File: config.mk
export PLATFORM = sky130hd
export DESIGN_NAME = scp_reduce
export DESIGN_NICKNAME = d
export VERILOG_FILES = /design/src/rtl/scp_pkg.sv /design/src/rtl/scp_reduce.sv
export SDC_FILE = /design/constraint.sdc
export NUM_CORES = 2
export LEC_CHECK = 0
export ABC_CLOCK_PERIOD_IN_PS = 7900
export BUFFER_PORTS_ARGS = -buffer_cell sky130_fd_sc_hd__buf_2
export CAP_MARGIN = 20
export CORE_MARGIN = 8
export CORE_UTILIZATION = 40
export DETAILED_ROUTE_END_ITERATION = 8
export SLEW_MARGIN = 15
export SYNTH_ARGS = -nofsm -noshare
export SYNTH_HDL_FRONTEND = slang
export SYNTH_SLANG_ARGS = --single-unit
File: constraint.sdc
create_clock -name clk -period 7.9 [get_ports clk]
set_input_delay 1.975 -clock clk [delete_from_list [all_inputs] [get_ports clk]]
set_output_delay 1.975 -clock clk [all_outputs]
set_load 0.01 [all_outputs]
File: src/rtl/scp_pkg.sv
// Shared constants and types of the sine and cosine polynomial core.
// Depends on nothing; the core's design files refer to it by scoped names.
`default_nettype none

package scp_pkg;

	// Reduction works in Q46; the high word of the shifted angle feeds the estimate.
	localparam int RED_FRAC    = 46;
	localparam int HI_SHIFT    = 32;
	localparam int RECIP_SHIFT = 46;
	localparam int R0_W        = 52;
	localparam int R_W         = 49;
	localparam int X_W         = 32;
	localparam int ACC_W       = 34;
	localparam int PROD_W      = 2 * ACC_W;

	localparam int RED_STAGES  = 5;
	localparam int POLY_STAGES = 13;
	localparam int NUM_STAGES  = RED_STAGES + POLY_STAGES;

	typedef logic [NUM_STAGES-1:0] stage_en_t;

	localparam logic signed [63:0] PI_Q46      = 64'sh0000_C90F_DAA2_2169;
	localparam logic signed [63:0] TWO_PI_Q46  = 64'sh0001_921F_B544_42D2;
	localparam logic signed [63:0] HALF_PI_Q46 = 64'sh0000_6487_ED51_10B4;

	// floor(2^78 / 2pi in Q46)
	localparam logic [30:0] RECIP_Q78 = 31'd683565275;

	localparam logic [R0_W-1:0]        TWO_PI_R0 = R0_W'(TWO_PI_Q46);
	localparam logic signed [R0_W-1:0] PI_R0     = R0_W'(PI_Q46);
	localparam logic signed [R0_W-1:0] PI3_R0    = R0_W'(64'sd3 * PI_Q46);
	localparam logic signed [R0_W-1:0] PI5_R0    = R0_W'(64'sd5 * PI_Q46);

	localparam logic signed [63:0] HALF_LSB17 = 64'sd65536;
	localparam logic signed [63:0] HALF_LSB29 = 64'sd268435456;
	localparam logic signed [63:0] HALF_LSB30 = 64'sd536870912;

	// Remove j whole turns and add the rounding half of the Q29 step in one go.
	localparam logic signed [R0_W-1:0] JT_Q46 [4] = '{
		R0_W'(HALF_LSB17),
		R0_W'(HALF_LSB17 - TWO_PI_Q46),
		R0_W'(HALF_LSB17 - 64'sd2 * TWO_PI_Q46),
		R0_W'(HALF_LSB17 - 64'sd3 * TWO_PI_Q46)
	};

	localparam longint C3_Q31 = -64'sd357913941;
	localparam longint C5_Q31 = 64'sd17895697;
	localparam longint C7_Q31 = -64'sd426088;
	localparam longint C9_Q31 = 64'sd5918;

	localparam logic signed [ACC_W-1:0] C9_A = ACC_W'(C9_Q31);

	// Horner addend with rounding folded in: c * 2^29 + 2^28.
	localparam logic signed [PROD_W-1:0] K7_P = PROD_W'(C7_Q31 * HALF_LSB30 + HALF_LSB29);
	localparam logic signed [PROD_W-1:0] K5_P = PROD_W'(C5_Q31 * HALF_LSB30 + HALF_LSB29);
	localparam logic signed [PROD_W-1:0] K3_P = PROD_W'(C3_Q31 * HALF_LSB30 + HALF_LSB29);
	localparam logic signed [PROD_W-1:0] RND29_P = PROD_W'(HALF_LSB29);
	localparam logic signed [PROD_W-1:0] RND30_P = PROD_W'(HALF_LSB30);

	localparam logic signed [ACC_W-1:0] OUT_MAX = ACC_W'(64'sd2147483647);
	localparam logic signed [ACC_W-1:0] OUT_MIN = ACC_W'(-64'sd2147483648);

endpackage

`default_nettype wire

File: src/rtl/scp_reduce.sv
// Range reduction of both lanes (angle and angle plus pi/2) into (-pi, pi],
// rounded to Q29. Five stages; depends on scp_pkg for constants.
`default_nettype none

module scp_reduce #(
	parameter int ANGLE_FRAC_BITS = 24
) (
	input  logic                              clk,
	input  logic [scp_pkg::RED_STAGES-1:0]    en,
	input  logic signed [31:0]                angle,
	output logic signed [scp_pkg::X_W-1:0]    x_sin,
	output logic signed [scp_pkg::X_W-1:0]    x_cos
);

	localparam int SH   = scp_pkg::RED_FRAC - ANGLE_FRAC_BITS;
	localparam int V_W  = 32 + SH + 2;
	localparam int TH_W = V_W - scp_pkg::HI_SHIFT;
	localparam int P_W  = TH_W + 31;
	localparam int K_W  = P_W - scp_pkg::RECIP_SHIFT;
	localparam int R0_W = scp_pkg::R0_W;
	localparam int X_W  = scp_pkg::X_W;

	localparam logic signed [63:0] OFF [2] = '{64'sd0, scp_pkg::HALF_PI_Q46};

	logic signed [X_W-1:0] x_s5 [2];

	for (genvar l = 0; l < 2; l++) begin : g_lane
		logic signed [V_W-1:0]       v;
		logic signed [V_W-1:0]       t;
		logic signed [TH_W-1:0]      t_hi_s1;
		logic [R0_W-1:0]             vlo_s1;
		logic signed [P_W-1:0]       prod;
		logic signed [K_W-1:0]       k_est;
		logic signed [K_W-1:0]       k_est_s2;
		logic [R0_W-1:0]             vlo_s2;
		logic signed [K_W+R0_W:0]    kp_full;
		logic [R0_W-1:0]             kp_s3;
		logic [R0_W-1:0]             vlo_s3;
		logic signed [R0_W-1:0]      r0_s4;
		logic [1:0]                  j;
		logic signed [R0_W-1:0]      xr;

		always_comb begin
			v = V_W'(angle) <<< SH;
			t = v + V_W'(OFF[l] - scp_pkg::PI_Q46);
			prod = t_hi_s1 * $signed({1'b0, scp_pkg::RECIP_Q78});
			// bias low by one so the true turn count is never below the estimate
			k_est = prod[P_W-1:scp_pkg::RECIP_SHIFT] - K_W'(1);
			kp_full = k_est_s2 * $signed({1'b0, scp_pkg::TWO_PI_R0});
			j = 2'(r0_s4 > scp_pkg::PI_R0) + 2'(r0_s4 > scp_pkg::PI3_R0)
				+ 2'(r0_s4 > scp_pkg::PI5_R0);
			xr = r0_s4 + scp_pkg::JT_Q46[j];
		end

		always_ff @(posedge clk) begin
			if (en[0]) begin
				t_hi_s1 <= t[V_W-1:scp_pkg::HI_SHIFT];
				vlo_s1  <= v[R0_W-1:0] + R0_W'(OFF[l]);
			end
			if (en[1]) begin
				k_est_s2 <= k_est;
				vlo_s2   <= vlo_s1;
			end
			if (en[2]) begin
				kp_s3  <= kp_full[R0_W-1:0];
				vlo_s3 <= vlo_s2;
			end
			if (en[3]) begin
				r0_s4 <= vlo_s3 - kp_s3;
			end
			if (en[4]) begin
				x_s5[l] <= xr[scp_pkg::R_W-1:scp_pkg::R_W-X_W];
			end
		end
	end

	assign x_sin = x_s5[0];
	assign x_cos = x_s5[1];

endmodule

`default_nettype wire

==> insert_results.sql <==
INSERT INTO impl_metrics (metric_group, metric, value, unit) VALUES
('outcome', 'outcome', 'completed', ''),
('timing', 'fmaxAchievable', '132', 'MHz'),
('critical_path', 'worst-r2r-cell-count', '25', ''),
('synth', 'ys_types', '105', ''),
('synth', 'yosys_register_bits', '512', ''),
('clock_tree', 'worst_skew_pair.late_latency', '0.66', 'ns'),
('critical_path', 'cp.buffers_inverters', '7', ''),
('global_route', 'grt_remaining_overflow', '0', ''),
('route', 'routedWlPerCell', '19.0', 'um'),
('critical_path', 'timing.rr.end', 'g_lane[0].k_est_s2[7]$_DFFE_PP_', ''),
('critical_path', 'critical-path-max-stage-delay', '0.61', 'ns'),
('clock_tree', 'clk_pin_slew_worst_paths', '0.07', 'ns'),
('floorplanning', 'start_util', '0.403', ''),
('critical_path', 'timing.critical_path.slowest_stage_cell', 'fa_1', ''),
('timing', 'tightestPinTransition', '1.01', 'ns'),
('critical_path', 'path_class', 'reg2reg', ''),
('critical_path', 'critical_path.startpoint_type', 'flip-flop', ''),
('clock_tree', 'clock_tree_root_driver_cell', 'clkbuf_16', ''),
('critical_path', 'launch_point_of_the_worst_path', 'g_lane[0].t_hi_s1[18]$_DFFE_PP_', ''),
('min_path', 'worstHoldStart', 'g_lane[1].vlo_s2[42]$_DFFE_PP_', ''),
('timing', 'timing.final.max_slew_violations', '0', ''),
('flow_run', 'timing.max_cap.violations', '0', ''),
('route', 'wl', '145000', 'um'),
('critical_path', 'beginning_of_the_worst_register_to_register_path', 'g_lane[0].t_hi_s1[18]$_DFFE_PP_', ''),
('floorplanning', 'chip_width', '399', 'um'),
('synth', 'synth_seq_area_share', '0.262', ''),
('global_route', 'antenna_found_initial', '24', ''),
('synth', 'yosys.area.top_type', 'edfxtp_1', ''),
('clock_tree', 'htree_levels', '2', ''),
('route', 'iter_0_drt_violations', '2078', ''),
('critical_path', 'setup.reg_to_reg.worst_slack', '0.30', 'ns'),
('synth', 'syn-cell-area', '58700', 'um2'),
('floorplanning', 'row_count', '140', ''),
('place', 'gpl.final_weighted_congestion', '0.974', ''),
('floorplanning', 'placeableCoreArea', '146000', 'um2'),
('synth', 'yosys_top_cell_area_share', '0.262', ''),
('clock_tree', 'tritoncts', 'done', ''),
('route', 'drt.antenna.violating_nets', '0', ''),
('min_path', 'min_delay_worst_endpoint', 'g_lane[1].vlo_s3[42]$_DFFE_PP_', ''),
('synth', 'synth_area_per_cell', '10.8', 'um2'),
('layout', 'final_design_area_no_fill', '64000', 'um2'),
('route', 'residual_drc_count', '0', ''),
('synth', 'synth-async-reset-ratio', '0', ''),
('critical_path', 'dominant_delay_contributor_by_cell_family_on_the_critical_path', 'adder cells', ''),
('clock_tree', 'tritoncts.num_buffers', '56', ''),
('synth', 'synth_top_cells_by_area', 'edfxtp_1 26%, ha_1 22%, fa_1 22%', ''),
('min_path', 'hold_path_class', 'reg2reg', ''),
('synth', 'synth-main-ff-cell', 'edfxtp_1', ''),
('global_route', 'pin_count_of_the_biggest_net_entering_global_routing', '152', ''),
('layout', 'area_delta_synth_final', '8.99', '%'),
('timing', 'rsz0062_at_grt', 'no', ''),
('critical_path', 'maximum_fanout_along_the_worst_path', '6', ''),
('route', 'via_per_inst', '5.12', ''),
('synth', 'synthesis.instances', '5461', ''),
('global_route', 'grt_pass1_vias', '40800', ''),
('route', 'number_of_detailed_route_iterations_in_the_first_pass', '6', ''),
('clock_tree', 'cts_hold_buf', '0', ''),
('layout', 'final_common_cell', 'inv_1', ''),
('floorplanning', 'die-area', '159000', 'um2'),
('route', 'via_count', '39100', ''),
('layout', 'finalNetCount', '7361', ''),
('critical_path', 'worstPathArrival', '8.01', 'ns'),
('timing', 'max-slew-margin-rel', '0.325', ''),
('clock_tree', 'cts_max_path_buffers', '3', ''),
('synth', 'syn-num-nets', '7172', ''),
('synth', 'yosysWarningCount', '0', ''),
('critical_path', 'cp_data_required_time', '8.32', 'ns'),
('timing', 'setup_viol', '0', ''),
('floorplanning', 'die_height', '399', 'um'),
('layout', 'final_cell_mix', '1246 x inv_1, 1035 x ha_1, 637 x fa_1', ''),
('timing', 'period_share', '0.962', '');
## area by class of cell
| cell class | count | area [um2] |
|---|---|---|
| antenna | 12 | 30.0 |
| clock buffer | 62 | 1420 |
| clock inverter | 41 | 500 |
| fill | 13700 | 81700 |
| inverter | 1248 | 4680 |
| multi-input combinational | 3664 | 38600 |
| sequential | 512 | 15400 |
| tap | 1917 | 2400 |
| timing repair buffer | 168 | 1030 |
## per-stage QoR
step	setup WS (ns)	hold slack [ns]	cells	util
final	0.302	0.402	7624	0.439
after global routing	0.00491	0.410	7615	0.439
after CTS	0.154	0.411	7607	0.438
after detailed placement	0.216	0.405	7504	0.425
after global placement	0.242	0.401	7504	0.425
after floorplan	0.712	0.400	5461	-
## kinds of logic after synthesis
| logic type | count (synthesis) | share of synthesized area |
|---|---|---|
| adders and majority gates | 1673 | 0.438 |
| buffers and inverters | 1285 | 0.0823 |
| AOI/OAI and AO/OA | 858 | 0.0981 |
| and+or+nand+nor | 796 | 0.0694 |
| DFF | 512 | 0.262 |
| xor gates and xnor gates | 333 | 0.0498 |
| muxes | 4 | 0.000703 |
## worst register-to-register path, delay by kind of cell (launching register included)
| kind | cells | cell delay (ns) |
|---|---|---|
| adder cells (fa/ha/maj) | 8 | 4.08 |
| AO/OA/AOI/OAI | 4 | 1.20 |
| XOR/XNOR | 1 | 0.07 |
| flip-flops | 1 | 0.42 |
| buffers and inverters | 7 | 0.49 |
| AND/OR/NAND/NOR | 5 | 1.10 |
## flip-flops by register name, summed over array words and instances (netlist names)
register         count
g_lane.k_est_s2     18
g_lane.kp_s3       102
g_lane.r0_s4       102
g_lane.t_hi_s1      46
g_lane.vlo_s1       60
g_lane.vlo_s2       60
g_lane.vlo_s3       60
x_s5                64
## worst max-delay path by stage
stage,endpoint,depth (start not counted)
floorplan,g_lane[1].k_est_s2[7]$_DFFE_PP_,27
global placement,g_lane[1].k_est_s2[8]$_DFFE_PP_,27
detailed placement,g_lane[1].k_est_s2[8]$_DFFE_PP_,27
CTS,g_lane[1].k_est_s2[8]$_DFFE_PP_,27
global route,g_lane[0].k_est_s2[7]$_DFFE_PP_,25
finish,g_lane[0].k_est_s2[7]$_DFFE_PP_,25
## metal layers
metal	vias up	track usage	part of all wire
li1	18800	-	-
met1	19200	0.239	0.44
met2	833	0.313	0.48
met3	194	0.0248	0.050
met4	6	0.0476	0.025
met5	-	0	0.00024
## Yosys cell counts, types with 33 or more instances
cell,count
inv_1,1247
ha_1,1035
fa_1,638
edfxtp_1,512
a21oi_1,248
xnor2_1,209
nand2_1,197
nor2_1,170
a21o_1,165
xor2_1,123
o21ai_0,116
nand3_1,72
nor3_1,56
o21a_1,45
nand4_1,42
and3_1,39
nor4_1,34
nand2b_1,33
## timing repair
action | 4_1_cts | 5_1_grt
resized for setup | 0 | 9
setup endpoints to repair | 0 | 6
buffers inserted | 0 | 5
Power is left out: the tool's default activity adds up to more than one toggle a clock period on the data nets, which glitch-free logic cannot reach.
