### src/rtl/scp_pkg.sv
// Shared constants and types of the sine and cosine polynomial core.
// Depends on nothing; the core's design files refer to it by scoped names.
`default_nettype none

package scp_pkg;

	// Reduction works in Q46; the high word of the shifted angle feeds the estimate.
	localparam int RED_FRAC    = 46;
	localparam int HI_SHIFT    = 32;
	localparam int RECIP_SHIFT = 46;
	localparam int R0_W        = 52;
	localparam int R_W         = 49;
	localparam int X_W         = 32;
	localparam int ACC_W       = 34;
	localparam int PROD_W      = 2 * ACC_W;

	localparam int RED_STAGES  = 5;
	localparam int POLY_STAGES = 13;
	localparam int NUM_STAGES  = RED_STAGES + POLY_STAGES;

	typedef logic [NUM_STAGES-1:0] stage_en_t;

	localparam logic signed [63:0] PI_Q46      = 64'sh0000_C90F_DAA2_2169;
	localparam logic signed [63:0] TWO_PI_Q46  = 64'sh0001_921F_B544_42D2;
	localparam logic signed [63:0] HALF_PI_Q46 = 64'sh0000_6487_ED51_10B4;

	// floor(2^78 / 2pi in Q46)
	localparam logic [30:0] RECIP_Q78 = 31'd683565275;

	localparam logic [R0_W-1:0]        TWO_PI_R0 = R0_W'(TWO_PI_Q46);
	localparam logic signed [R0_W-1:0] PI_R0     = R0_W'(PI_Q46);
	localparam logic signed [R0_W-1:0] PI3_R0    = R0_W'(64'sd3 * PI_Q46);
	localparam logic signed [R0_W-1:0] PI5_R0    = R0_W'(64'sd5 * PI_Q46);

	localparam logic signed [63:0] HALF_LSB17 = 64'sd65536;
	localparam logic signed [63:0] HALF_LSB29 = 64'sd268435456;
	localparam logic signed [63:0] HALF_LSB30 = 64'sd536870912;

	// Remove j whole turns and add the rounding half of the Q29 step in one go.
	localparam logic signed [R0_W-1:0] JT_Q46 [4] = '{
		R0_W'(HALF_LSB17),
		R0_W'(HALF_LSB17 - TWO_PI_Q46),
		R0_W'(HALF_LSB17 - 64'sd2 * TWO_PI_Q46),
		R0_W'(HALF_LSB17 - 64'sd3 * TWO_PI_Q46)
	};

	localparam longint C3_Q31 = -64'sd357913941;
	localparam longint C5_Q31 = 64'sd17895697;
	localparam longint C7_Q31 = -64'sd426088;
	localparam longint C9_Q31 = 64'sd5918;

	localparam logic signed [ACC_W-1:0] C9_A = ACC_W'(C9_Q31);

	// Horner addend with rounding folded in: c * 2^29 + 2^28.
	localparam logic signed [PROD_W-1:0] K7_P = PROD_W'(C7_Q31 * HALF_LSB30 + HALF_LSB29);
	localparam logic signed [PROD_W-1:0] K5_P = PROD_W'(C5_Q31 * HALF_LSB30 + HALF_LSB29);
	localparam logic signed [PROD_W-1:0] K3_P = PROD_W'(C3_Q31 * HALF_LSB30 + HALF_LSB29);
	localparam logic signed [PROD_W-1:0] RND29_P = PROD_W'(HALF_LSB29);
	localparam logic signed [PROD_W-1:0] RND30_P = PROD_W'(HALF_LSB30);

	localparam logic signed [ACC_W-1:0] OUT_MAX = ACC_W'(64'sd2147483647);
	localparam logic signed [ACC_W-1:0] OUT_MIN = ACC_W'(-64'sd2147483648);

endpackage

`default_nettype wire

### src/rtl/scp_ctrl.sv
// Pipeline control: one valid bit per stage and the per-stage load enables.
// Depends on scp_pkg for the stage count.
`default_nettype none

module scp_ctrl (
	input  logic                clk,
	input  logic                arst_n,
	input  logic                angle_valid,
	input  logic                result_stall,
	output logic                angle_stall,
	output logic                result_valid,
	output scp_pkg::stage_en_t  en
);

	localparam int N = scp_pkg::NUM_STAGES;

	logic [N-1:0] vld_q;

	// A stage loads when it is empty or some stage at or after it is empty,
	// or the output is being taken: bubbles close up behind a stalled result.
	for (genvar g = 0; g < N; g++) begin : g_en
		assign en[g] = !result_stall || !(&vld_q[N-1:g]);
	end

	always_ff @(posedge clk or negedge arst_n) begin
		if (!arst_n) begin
			vld_q <= '0;
		end else begin
			vld_q <= (vld_q & ~en) | ({vld_q[N-2:0], angle_valid} & en);
		end
	end

	assign angle_stall  = !en[0];
	assign result_valid = vld_q[N-1];

endmodule

`default_nettype wire

### config.mk
export PLATFORM = sky130hd
export DESIGN_NAME = scp_ctrl
export DESIGN_NICKNAME = d
export VERILOG_FILES = /design/src/rtl/scp_pkg.sv /design/src/rtl/scp_ctrl.sv
export SDC_FILE = /design/constraint.sdc
export NUM_CORES = 1
export LEC_CHECK = 0
export ABC_AREA = 0
export BUFFER_PORTS_ARGS = -buffer_cell sky130_fd_sc_hd__buf_2
export CORE_UTILIZATION = 44
export CTS_CLUSTER_SIZE = 10
export DETAILED_ROUTE_END_ITERATION = 8
export PLACE_DENSITY = 0.71
export SYNTH_ARGS = -nofsm -noshare
export SYNTH_HDL_FRONTEND = slang
export SYNTH_SLANG_ARGS = --single-unit
### constraint.sdc
create_clock -name clk -period 1.1 [get_ports clk]
set_input_delay 0.055 -clock clk [delete_from_list [all_inputs] [get_ports clk]]
set_output_delay 0.055 -clock clk [all_outputs]
set_load 0.01 [all_outputs]
==> results of run 1 <==
## repair_timing
item,CTS,global route
setup buffers,7,11
endpoints found under the setup margin,33,35
endpoints found under the hold margin,19,0
pin swaps,5,11
hold buffers,2,0
gates resized for setup,17,28
## worst paths after layout
kind	from	to	depth (start not counted)
worst max-delay path	register	en[0]	5
worst min-delay path	result_stall	register	4
worst max register to register	register	register	7
worst min register to register	register	register	1
max in group asynchronous	arst_n	async pin	2
min in group asynchronous	arst_n	async pin	2
## cells in the mapped netlist (all sizes together)
library cell  instances  share of area (%)
nand2b                4                3.1
a21o                  3                2.8
nor4b                 1                3.0
and4                  1                1.1
a31o                  5                5.5
inv                   6                2.8
dfrtp                18                 56
or2                   5                3.9
nand3                 7                4.4
nor4                  2                4.2
a41o                  1                1.3
and3                  2                1.6
nand4                 5                5.8
nor2                  2               0.94
nand2                 7                3.3
## report_power, final
part | internal, uW | total (uW) | leakage, uW | switching (uW)
clock | 201 | 400 | 0.0000210 | 198
combinational | 346 | 653 | 0.000447 | 307
sequential | 736 | 806 | 0.000200 | 70.4
## cells by family (layout without fill, tap and decap cells)
kind of cell,count (synthesis),count (layout),share of synthesized area (%)
AOI/OAI and AO/OA,9,9,9.55
DFF,18,18,56.3
and+or+nand+nor,36,36,31.3
buffers and inverters,6,68,2.82
## critical path, cell delays in order (launching register included)
cell and delay, ns:
dfrtp_1 0.40, nand4_1 0.20, nor4b_4 0.39, buf_4 0.18, nand3_2 0.06, buf_6 0.12
## through the flow
step / setup WS [ns] / area (um2)
floorplan: -0.222 / 806
CTS: -0.512 / 1250
global route: -0.667 / 1450
finish: -0.585 / 1450
detailed placement: -0.260 / 1070
global placement: -0.219 / 1070
## layout make-up
cell class | instances | area share [%]
clock buffer | 4 | 2.50
inverter | 6 | 1.55
multi-input combinational | 45 | 28.7
sequential | 18 | 31.1
tap | 25 | 2.15
timing repair buffer | 58 | 34.0
## routing by layer
| layer | vias to the layer above | track usage (%) |
|---|---|---|
| met5 | - | 0 |
| met4 | 0 | 10.9 |
| met1 | 393 | 23.3 |
| met3 | 6 | 2.45 |
| li1 | 373 | - |
| met2 | 27 | 35.3 |
==> run summary, run 1 <==
outcome: complete, but fails checks
failing checks: negative setup slack
Tmin final: 1.69 ns
Final Util: 85.1%
CTS Root Cell: clkbuf_4
commonest non-fill, non-tap cell in the layout: buf_6
pin count of the biggest net entering global routing: 19
Register Area: 452 um2
post-DR wirelength/cell: 15.7 um
Critical Path Start Type: register
Critical Path End Type: output port
fin crit share: 153%
worst min-delay path category: input port to register
TritonCTS Buffers: 3
Worst-Skew Late Latency: 0.28 ns
worst-case vdd ir drop: 0.000985 V
post-synthesis register bit count: 18
drc violations: 0
Slew Viols, Final: 0
Routed met3 length: 98 um
I/O Buffers: 23
fin cells: 156
Slew HR: 73.4%
core area: 1710 um2
synthesized cell area: 800 um2
initial antenna violation count: 0
Avg Cell Area, Syn: 11.6 um2
ant diodes: 0
vias: 799
worst slew pin tran: 0.399 ns
clk slew on worst S/H paths: 0.10 ns
Hold Vio Cnt, Final: 0
H-tree levels: 1
Clock Sinks: 18
sequential fraction of the synthesis area: 56.3%
total power divided by cell area: 1280 nW/um2
RSZ-0062 raised after global routing: yes
# setup viols final: 32
placed insts: 133
Die Footprint: 1990 um2
clk buf depth: 2
Synthesized Nets: 73
first-pass GRT wire length: 2830 um
Final Routed Wirelength: 2460 um
Crit Path Class: register to output port
Cell variety after synth: 18
multi-input logic area: 417 um2
layout cells sized above 1: 64.9%
P_leak: 0.000668 uW
DIE WIDTH: 44.6 um
Fmax: 593 MHz
Arr. time, crit path: 1.63 ns
vias in the first global route: 660
data required time of the critical path: 1.04 ns
Min Hold Slack: 0.174 ns
max cap viols: 0
antenna-violating nets left: 0
synthesis-to-layout area growth: 81.7%
Die Span Y: 44.6 um
fill count: 88
GP Congestion: 0.736
DRT met1 WL: 1060 um
drt first pass iters: 4
global route overflow: 0
synthesis warning total: 0
Power, Total: 1860 uW
Starting DRT DRC Count: 11
vias per cell: 5.12
site row count: 15
met2 routed WL: 1240 um
commonest cells after routing, fill and taps aside: buf_6 (23), buf_4 (20), dfrtp_1 (17)
setup TNS: -11.59 ns
Cells after Synth: 69
initial core utilization: 46.8%
Final #Nets: 136
setup ws final: -0.585 ns
Crit Path Max Fanout: 3
CTS tree: yes
clock skew: 0.00107 ns
HPWL Detailed: 1220 um
R2R Setup Slk: -0.43 ns
# IOs: 24
highest layer used for signal routing: met4
Total Routing Usage GR: 20.0%
(Power assumes the default switching activity.)
==> run 2: changes to the inputs <==
- CORE_MARGIN: default -> 2
==> run 2 against run 1 <==
The run still ends with negative setup slack left. Via count shrank 7.9%. Fmax rose by 2.8%. Total power shrank 5.2%. Sequential share of layout area rose by 3.6 points. Worst setup slack better by 0.045 ns. Clock skew grew 0.00078 ns. Critical path type unchanged. Largest cell class is now flip-flops and latches.
==> run summary, run 2 (synthesis results as in run 1) <==
vias per cell: 4.97 (-2.9%)
fin cells: 148 (-5.1%)
Crit Path Max Fanout: 5 (+2)
outcome: complete, but fails checks
data required time of the critical path: 1.04 ns (about the same)
R2R Setup Slk: -0.38 ns (+0.05 ns)
Slew HR: 73.4% (about the same)
Total Routing Usage GR: 21.5% (+1.5 points)
worst slew pin tran: 0.400 ns (+0.000569 ns)
Arr. time, crit path: 1.59 ns (-0.04 ns)
CTS Root Cell: clkbuf_4
setup TNS: -9.83 ns (+1.76 ns)
vias: 736 (-7.9%)
Setup WS pre-CTS: -0.272 ns (-0.0117 ns)
worst-case vdd ir drop: 0.000892 V (-9.5%)
clk slew on worst S/H paths: 0.10 ns (about the same)
multi-input logic area: 377 um2 (-9.6%)
# setup viols final: 34 (+6.3%)
first-pass GRT wire length: 3150 um (+11%)
P_leak: 0.000595 uW (-11%)
Final #Nets: 128 (-5.9%)
I/O Buffers: 23 (unchanged)
layout cells sized above 1: 57.7% (-7.2 points)
Die Footprint: 2170 um2 (+9.2%)
post-DR wirelength/cell: 13.9 um (-12%)
drt first pass iters: 2 (-2)
Final Routed Wirelength: 2060 um (-16%)
site row count: 15 (unchanged)
Clock Sinks: 18 (unchanged)
Critical Path Start Type: register
initial antenna violation count: 0 (unchanged)
antenna-violating nets left: 0 (unchanged)
Finished Cell Area: 1300 um2 (-10%)
DIE WIDTH: 46.6 um (+4.5%)
pin count of the biggest net entering global routing: 19 (unchanged)
RSZ-0062 raised after global routing: yes
hold path cells: 3 (-1)
Worst-Skew Late Latency: 0.29 ns (about the same)
Slew Viols, Final: 0 (unchanged)
Tmin final: 1.64 ns (-0.0453 ns)
global route overflow: 0 (unchanged)
initial core utilization: 46.3% (-0.51 points)
total power divided by cell area: 1350 nW/um2 (+5.6%)
H-tree levels: 1 (unchanged)
placed insts: 133 (unchanged)
commonest non-fill, non-tap cell in the layout: buf_4
TritonCTS Buffers: 3 (unchanged)
fill count: 131 (+49%)
Critical Path End Type: output port
Die Span Y: 46.6 um (+4.5%)
fin crit share: 149% (-4.1 points)
ant diodes: 0 (unchanged)
HPWL Detailed: 1310 um (+7.1%)
worst r2r path cells: 6 (-1)
# IOs: 24 (unchanged)
Crit Path Class: register to output port
CTS tree: yes
GP Congestion: 0.744 (+1.1%)
core area: 1730 um2 (+1.1%)
synthesis-to-layout area growth: 63.1%
failing checks: negative setup slack
Fmax: 610 MHz (+2.8%)
commonest cells after routing, fill and taps aside: buf_4 (20), dfrtp_1 (17), buf_2 (16)
max cap viols: 0 (unchanged)
setup ws final: -0.540 ns (+0.0453 ns)
drc violations: 0 (unchanged)
Final Util: 75.5% (-9.5 points)
hold_sp: result_stall
Register Area: 452 um2 (unchanged)
vias in the first global route: 724 (+9.7%)
worst min-delay path category: input port to register
Starting DRT DRC Count: 8 (-3)
clock skew: 0.00185 ns (+0.000778 ns)
Post-DP Area: 1070 um2 (unchanged)
clk buf depth: 2 (unchanged)
Hold Vio Cnt, Final: 0 (unchanged)
## run 2: power breakdown
group / leakage [uW] / switching [uW] / internal, uW / total [uW]
clock: 0.0000210 / 201 / 202 / 403
sequential: 0.000200 / 64.1 / 736 / 800
combinational: 0.000374 / 274 / 285 / 559
total: 0.000595 / 539 / 1220 / 1760
## run 2: area by class of cell
| type | instances | area share, % |
|---|---|---|
| repair buffers | 50 | 29.6 |
| inverters | 6 | 1.73 |
| clock buffers | 4 | 2.78 |
| well taps | 25 | 2.40 |
| flip-flops and latches | 18 | 34.6 |
| multi-input cells | 45 | 28.9 |
## run 2: worst max-delay path, cell delays in order (launching register included)
cell and delay [ns]:
dfrtp_1 0.41, nand4_4 0.19, nor4b_4 0.34, buf_4 0.17, nand3_2 0.06, buf_6 0.13
## run 2: worst max-delay path by stage
| stage | start | endpoint | slack (ns) | cells past startpoint |
|---|---|---|---|---|
| after floorplan | register | en[1] | -0.22 | 3 |
| after global placement | register | en[6] | -0.22 | 5 |
| after detailed placement | register | en[6] | -0.27 | 5 |
| after CTS | register | en[0] | -0.54 | 5 |
| after global routing | register | en[0] | -0.62 | 5 |
| final | register | en[0] | -0.54 | 5 |
## run 2: routing by layer
layer | part of all wire [%] | routed length, um | GRT usage (%) | vias to the layer above
met5 | 0 | 0 | 0 | -
li1 | - | - | - | 360
met4 | 1.1 | 22 | 10.0 | 0
met2 | 55 | 1140 | 39.2 | 14
met3 | 2.3 | 47 | 2.35 | 4
met1 | 41 | 854 | 24.7 | 358
## run 2: what timing repair did
item,CTS,global route
endpoints found under the setup margin,32,34
hold buffers,2,0
buffers inserted,7,2
resized for setup,16,6
pin swaps,8,3
endpoints found under the hold margin,19,0
## run 2: metrics by stage
| step | power [uW] | hold slack (ns) |
|---|---|---|
| after global placement | 1190 | 0.00295 |
| after floorplan | 1030 | -0.241 |
| after CTS | 1710 | 0.0620 |
| after global routing | 1850 | 0.0894 |
| final | 1760 | 0.0870 |
| after detailed placement | 1210 | 0.000132 |
